$ cat src/hw/rtl/rlam_pkg.sv
`timescale 1ns / 1ps

package rlam_pkg;

   // shared multiplier operand and product widths
   localparam int MW = 33;
   localparam int PW = 2 * MW;

   // lfo values, q1.22 signed, with headroom
   localparam int LW = 25;
   localparam longint ONE_Q22 = 64'sd4194304;

   // quarter-wave cosine table
   localparam int COS_LOG = 8;
   localparam int COS_N = 1 << COS_LOG;
   localparam int CW = 23;
   localparam longint HALF_PI_Q30 = 64'sd1686629713;
   localparam longint Q30_ONE = 64'sd1073741824;
   localparam longint COS_DIV [1:10] = '{64'sd2, 64'sd12, 64'sd30, 64'sd56, 64'sd90,
                                         64'sd132, 64'sd182, 64'sd240, 64'sd306, 64'sd380};

   // smoothing and noise constants
   localparam logic [MW-1:0] AM_SMOOTH_COEF = 33'd655;
   localparam logic [MW-1:0] NOISE_INT_COEF = 33'd1311;
   localparam logic [MW-1:0] RECIP_1000_S27 = 33'd134218;
   localparam logic [MW-1:0] RECIP_1000_S36 = 33'd68719477;
   localparam logic [16:0] WET_FULL = 17'd65536;
   localparam logic [16:0] BYPASS_LIMIT = 17'd656;

   // lfo shapes
   localparam logic [1:0] SHAPE_SAW = 2'd0;
   localparam logic [1:0] SHAPE_SQUARE = 2'd1;
   localparam logic [1:0] SHAPE_TRIANGLE = 2'd2;
   localparam logic [1:0] SHAPE_NOISE = 2'd3;

   // register indexes
   localparam logic [2:0] CSR_WAVE_SHAPE = 3'd0;
   localparam logic [2:0] CSR_PHASE_STEP = 3'd1;
   localparam logic [2:0] CSR_AM_DEPTH = 3'd2;
   localparam logic [2:0] CSR_PM_SWING = 3'd3;
   localparam logic [2:0] CSR_BASE_DELAY = 3'd4;
   localparam logic [2:0] CSR_WET_MIX = 3'd5;

   localparam logic [19:0] BASE_DELAY_RESET = 20'd614400;

   // one cosine point in q1.22 unsigned, taylor series evaluated at elaboration
   function automatic logic [CW-1:0] cos_point(input int idx);
      longint x;
      longint x2;
      longint t;
      x = HALF_PI_Q30 * longint'(idx) / COS_N;
      x2 = x * x / Q30_ONE;
      t = Q30_ONE;
      for (int k = 10; k >= 1; k--) begin
         t = Q30_ONE - (t * x2 / Q30_ONE) / COS_DIV[k];
      end
      t = (t + 128) / 256;
      if (t < 0) t = 0;
      if (t > ONE_Q22) t = ONE_Q22;
      return CW'(t);
   endfunction

endpackage

$ cat src/hw/rtl/rlam_mul.sv
`timescale 1ns / 1ps

module rlam_mul (
   input  logic                            clock,
   input  logic signed [rlam_pkg::MW-1:0]  op_a,
   input  logic signed [rlam_pkg::MW-1:0]  op_b,
   output logic signed [rlam_pkg::PW-1:0]  prod
);

   logic signed [rlam_pkg::PW-1:0] prod_ff;

   // shared signed multiplier, product registered
   always_ff @(posedge clock) begin
      prod_ff <= op_a * op_b;
   end

   assign prod = prod_ff;

endmodule

$ cat config.mk
export PLATFORM = sky130hd
export DESIGN_NAME = rlam_mul
export DESIGN_NICKNAME = d
export VERILOG_FILES = /design/src/hw/rtl/rlam_pkg.sv /design/src/hw/rtl/rlam_mul.sv
export SDC_FILE = /design/constraint.sdc
export NUM_CORES = 2
export LEC_CHECK = 0
export BUFFER_PORTS_ARGS = -buffer_cell sky130_fd_sc_hd__buf_4
export CAP_MARGIN = 10
export CORE_MARGIN = 2
export CORE_UTILIZATION = 36
export DETAILED_ROUTE_END_ITERATION = 6
export GPL_ROUTABILITY_DRIVEN = 0
export PLACE_DENSITY_LB_ADDON = 0.3
export SLEW_MARGIN = 20
export SYNTH_ARGS = -nofsm -noshare
export SYNTH_HDL_FRONTEND = slang
export SYNTH_SLANG_ARGS = --single-unit
$ cat constraint.sdc
create_clock -name clock -period 9.98 [get_ports clock]
set_input_delay 0.499 -clock clock [delete_from_list [all_inputs] [get_ports clock]]
set_output_delay 0.499 -clock clock [all_outputs]
set_load 0.01 [all_outputs]
==> flow_metrics.env <==
export IMPL_synth_most_common_cell="fa_1"
export IMPL_ys_seq_area_frac=0.0324
export IMPL_outcome="finished, final reports clean"
export IMPL_synth_top_family_by_area="adder cells"
export IMPL_drt_met1_wl_um=46400
export IMPL_synth_cell_types=80
export IMPL_nNetsFinal=5700
export IMPL_syn_area_um2=40700
export IMPL_hold_buffers=0
export IMPL_cts_made_buffers=9
export IMPL_cts_root_buf="clkbuf_16"
export IMPL_synth_compound_area_frac=0.0407
export IMPL_start_kind="primary input"
export IMPL_ys_ff_latch=66
export IMPL_synth_mux_area_frac=0
export IMPL_synth_nets=5767
export IMPL_synth_cells=4338
export IMPL_dp_final_hpwl_um=92200
export IMPL_cts_num_sinks=66
export IMPL_setup_viol=0
export IMPL_grt_pass1_vias=31924
export IMPL_drt_initial_drc_count=1490
export IMPL_clkSlewWorstSetupHoldPaths_ns=0.06
export IMPL_avgSynthCellArea_um2=9.39
export IMPL_start_util=0.363
export IMPL_tns_ns=0
export IMPL_wl_met2_um=56900
export IMPL_final_max_slew_violation_count=0
export IMPL_post_cts_resized_instances=0
export IMPL_yosysTopAreaCellShare=0.563
export IMPL_fmax_mhz=122
export IMPL_largest_register_ffs=66
export IMPL_relSlewSlack=0.404
export IMPL_synth_xor_area_share=0.0146
export IMPL_synth_fa_ha_area_frac=0.629
export IMPL_crit_type="primary input to register"
export IMPL_synth_edff_count=0
export IMPL_core_area_um2=112000
export IMPL_wl_per_cell_um=19.6
export IMPL_synth_warnings=0
export IMPL_drc=0
export IMPL_crit_arrival_ns=8.47
export IMPL_port_buffers=132
export IMPL_cts_path_max_buffers=2
export IMPL_grt_usage=0.208
export IMPL_critPathRequiredTime_ns=10.25
export IMPL_h_tree_depth=3
export IMPL_yosysTopAreaCell="fa_1"
export IMPL_fin_util=0.384
export IMPL_fin_crit_sh=0.821
export IMPL_vias=28092
export IMPL_antenna_found_initial=2
export IMPL_tightestPinTransition_ns=0.888
export IMPL_synthToLayoutAreaGrowth_pct=5.93
export IMPL_wl_met3_um=6800
export IMPL_synthArstFlopShare=0
export IMPL_layout_drive_gt1_share=0.0458
export IMPL_cts_tree="yes"
export IMPL_maxCapViolCount=0
export IMPL_synth_area_leaders="fa_1 56%, inv_1 10%, and2_1 8.6%"
export IMPL_dieHeight_um=340
export IMPL_fp_row_count=123
export IMPL_synth_common_cells="1145 x fa_1, 1131 x inv_1, 562 x and2_1"
export IMPL_ios=133
export IMPL_grt_max_degree=34
export IMPL_drt_wl_total_um=114000
export IMPL_grt_setup_unrepaired="false"
export IMPL_ant_nets=0
export IMPL_overflow=0
export IMPL_vias_per_cell=4.86
export IMPL_synthSimpleGateAreaFrac=0.158
export IMPL_ys_flop_type="dfxtp_1"
export IMPL_highest_layer="met4"
export IMPL_grt_pass1_wl_um=185000
export IMPL_critPathMaxFanout=18
export IMPL_dr_pass1_iters=5
export IMPL_die_x_um=340
export IMPL_fp_dieArea_um2=116000
export IMPL_finalCriticalPeriod_ns=8.19
export IMPL_cts_setup_buffers=0
export IMPL_holdCritPathClass="primary input to register"
export IMPL_hold_viol_final=0
export IMPL_cp_end_kind="register"
[layout make-up]
cell class                      instances  area, um2
Inverter                             1131       4250
Clock inverter                          4       51.3
Fill cell                           11426      69200
Multi-Input combinational cell       2920      34300
Timing Repair Buffer                  143       1070
Sequential cell                        66       1320
Clock buffer                           12        246
Tap cell                             1500       1880
Antenna cell                            4       10.0
[worst max-delay path, cell delays in order]
cell and delay, ns:
buf_4 0.25, buf_4 0.32, nand2_1 0.13, fa_1 0.56, inv_1 0.06, fa_1 0.44, fa_1 0.55, inv_1 0.05
fa_1 0.48, inv_1 0.06, fa_1 0.49, fa_1 0.48, fa_1 0.52, inv_1 0.05, fa_1 0.49, inv_1 0.05
ha_1 0.34, nand2_1 0.41, o21ai_0 0.30, a22oi_1 0.73, nor2_1 0.18, a211oi_4 0.45, a21oi_2 0.16, nor4b_2 0.30
a311oi_1 0.08
[kinds of logic after synthesis]
logic type      count (synthesis)
buf+inv                      1352
fa+ha+maj                    1362
flops                          66
xor+xnor                       68
simple gates                 1271
compound gates                219
[per-stage QoR]
step,area [um2],hold slack (ns),worst slack [ns],cells
finish,43100,0.610,1.79,5780
global route,43100,0.597,1.48,5777
CTS,43100,0.576,1.76,5776
detailed placement,42800,0.889,1.33,5760
global placement,42800,0.893,1.46,5760
floorplan,40700,0.626,2.24,4338
[worst paths after layout]
kind | from | endpoint | slack [ns] | cells past startpoint
worst max-delay path | op_b[6] | prod[58]$_DFF_P_ | 1.79 | 25
worst min-delay path | op_b[0] | prod[0]$_DFF_P_ | 0.61 | 2
[placed cells by master (no fill, tap or decap), types with 7 or more instances in the layout]
cell / Yosys / layout
a211oi_1: 7 / 7
a21o_1: 36 / 36
a21oi_1: 57 / 56
a31oi_1: 8 / 8
and2_1: 562 / 562
buf_4: 0 / 143
clkbuf_16: 0 / 9
dfxtp_1: 66 / 66
fa_1: 1145 / 1144
ha_1: 217 / 217
inv_1: 1131 / 1131
nand2_1: 551 / 551
nand2b_1: 12 / 12
nand3_1: 25 / 25
nand4_1: 11 / 11
nor2_1: 68 / 68
nor3_1: 7 / 7
o21ai_0: 25 / 25
o21bai_1: 11 / 11
xnor2_1: 43 / 43
xor2_1: 25 / 25
[layer usage]
layer | GRT usage | up-vias
li1 | - | 12193
met1 | 0.268 | 15021
met2 | 0.356 | 728
met3 | 0.0395 | 150
met4 | 0.0602 | 0
met5 | 0 | -
Power is left out: the tool's default activity adds up to more than one toggle a clock period on the data nets, which glitch-free logic cannot reach.
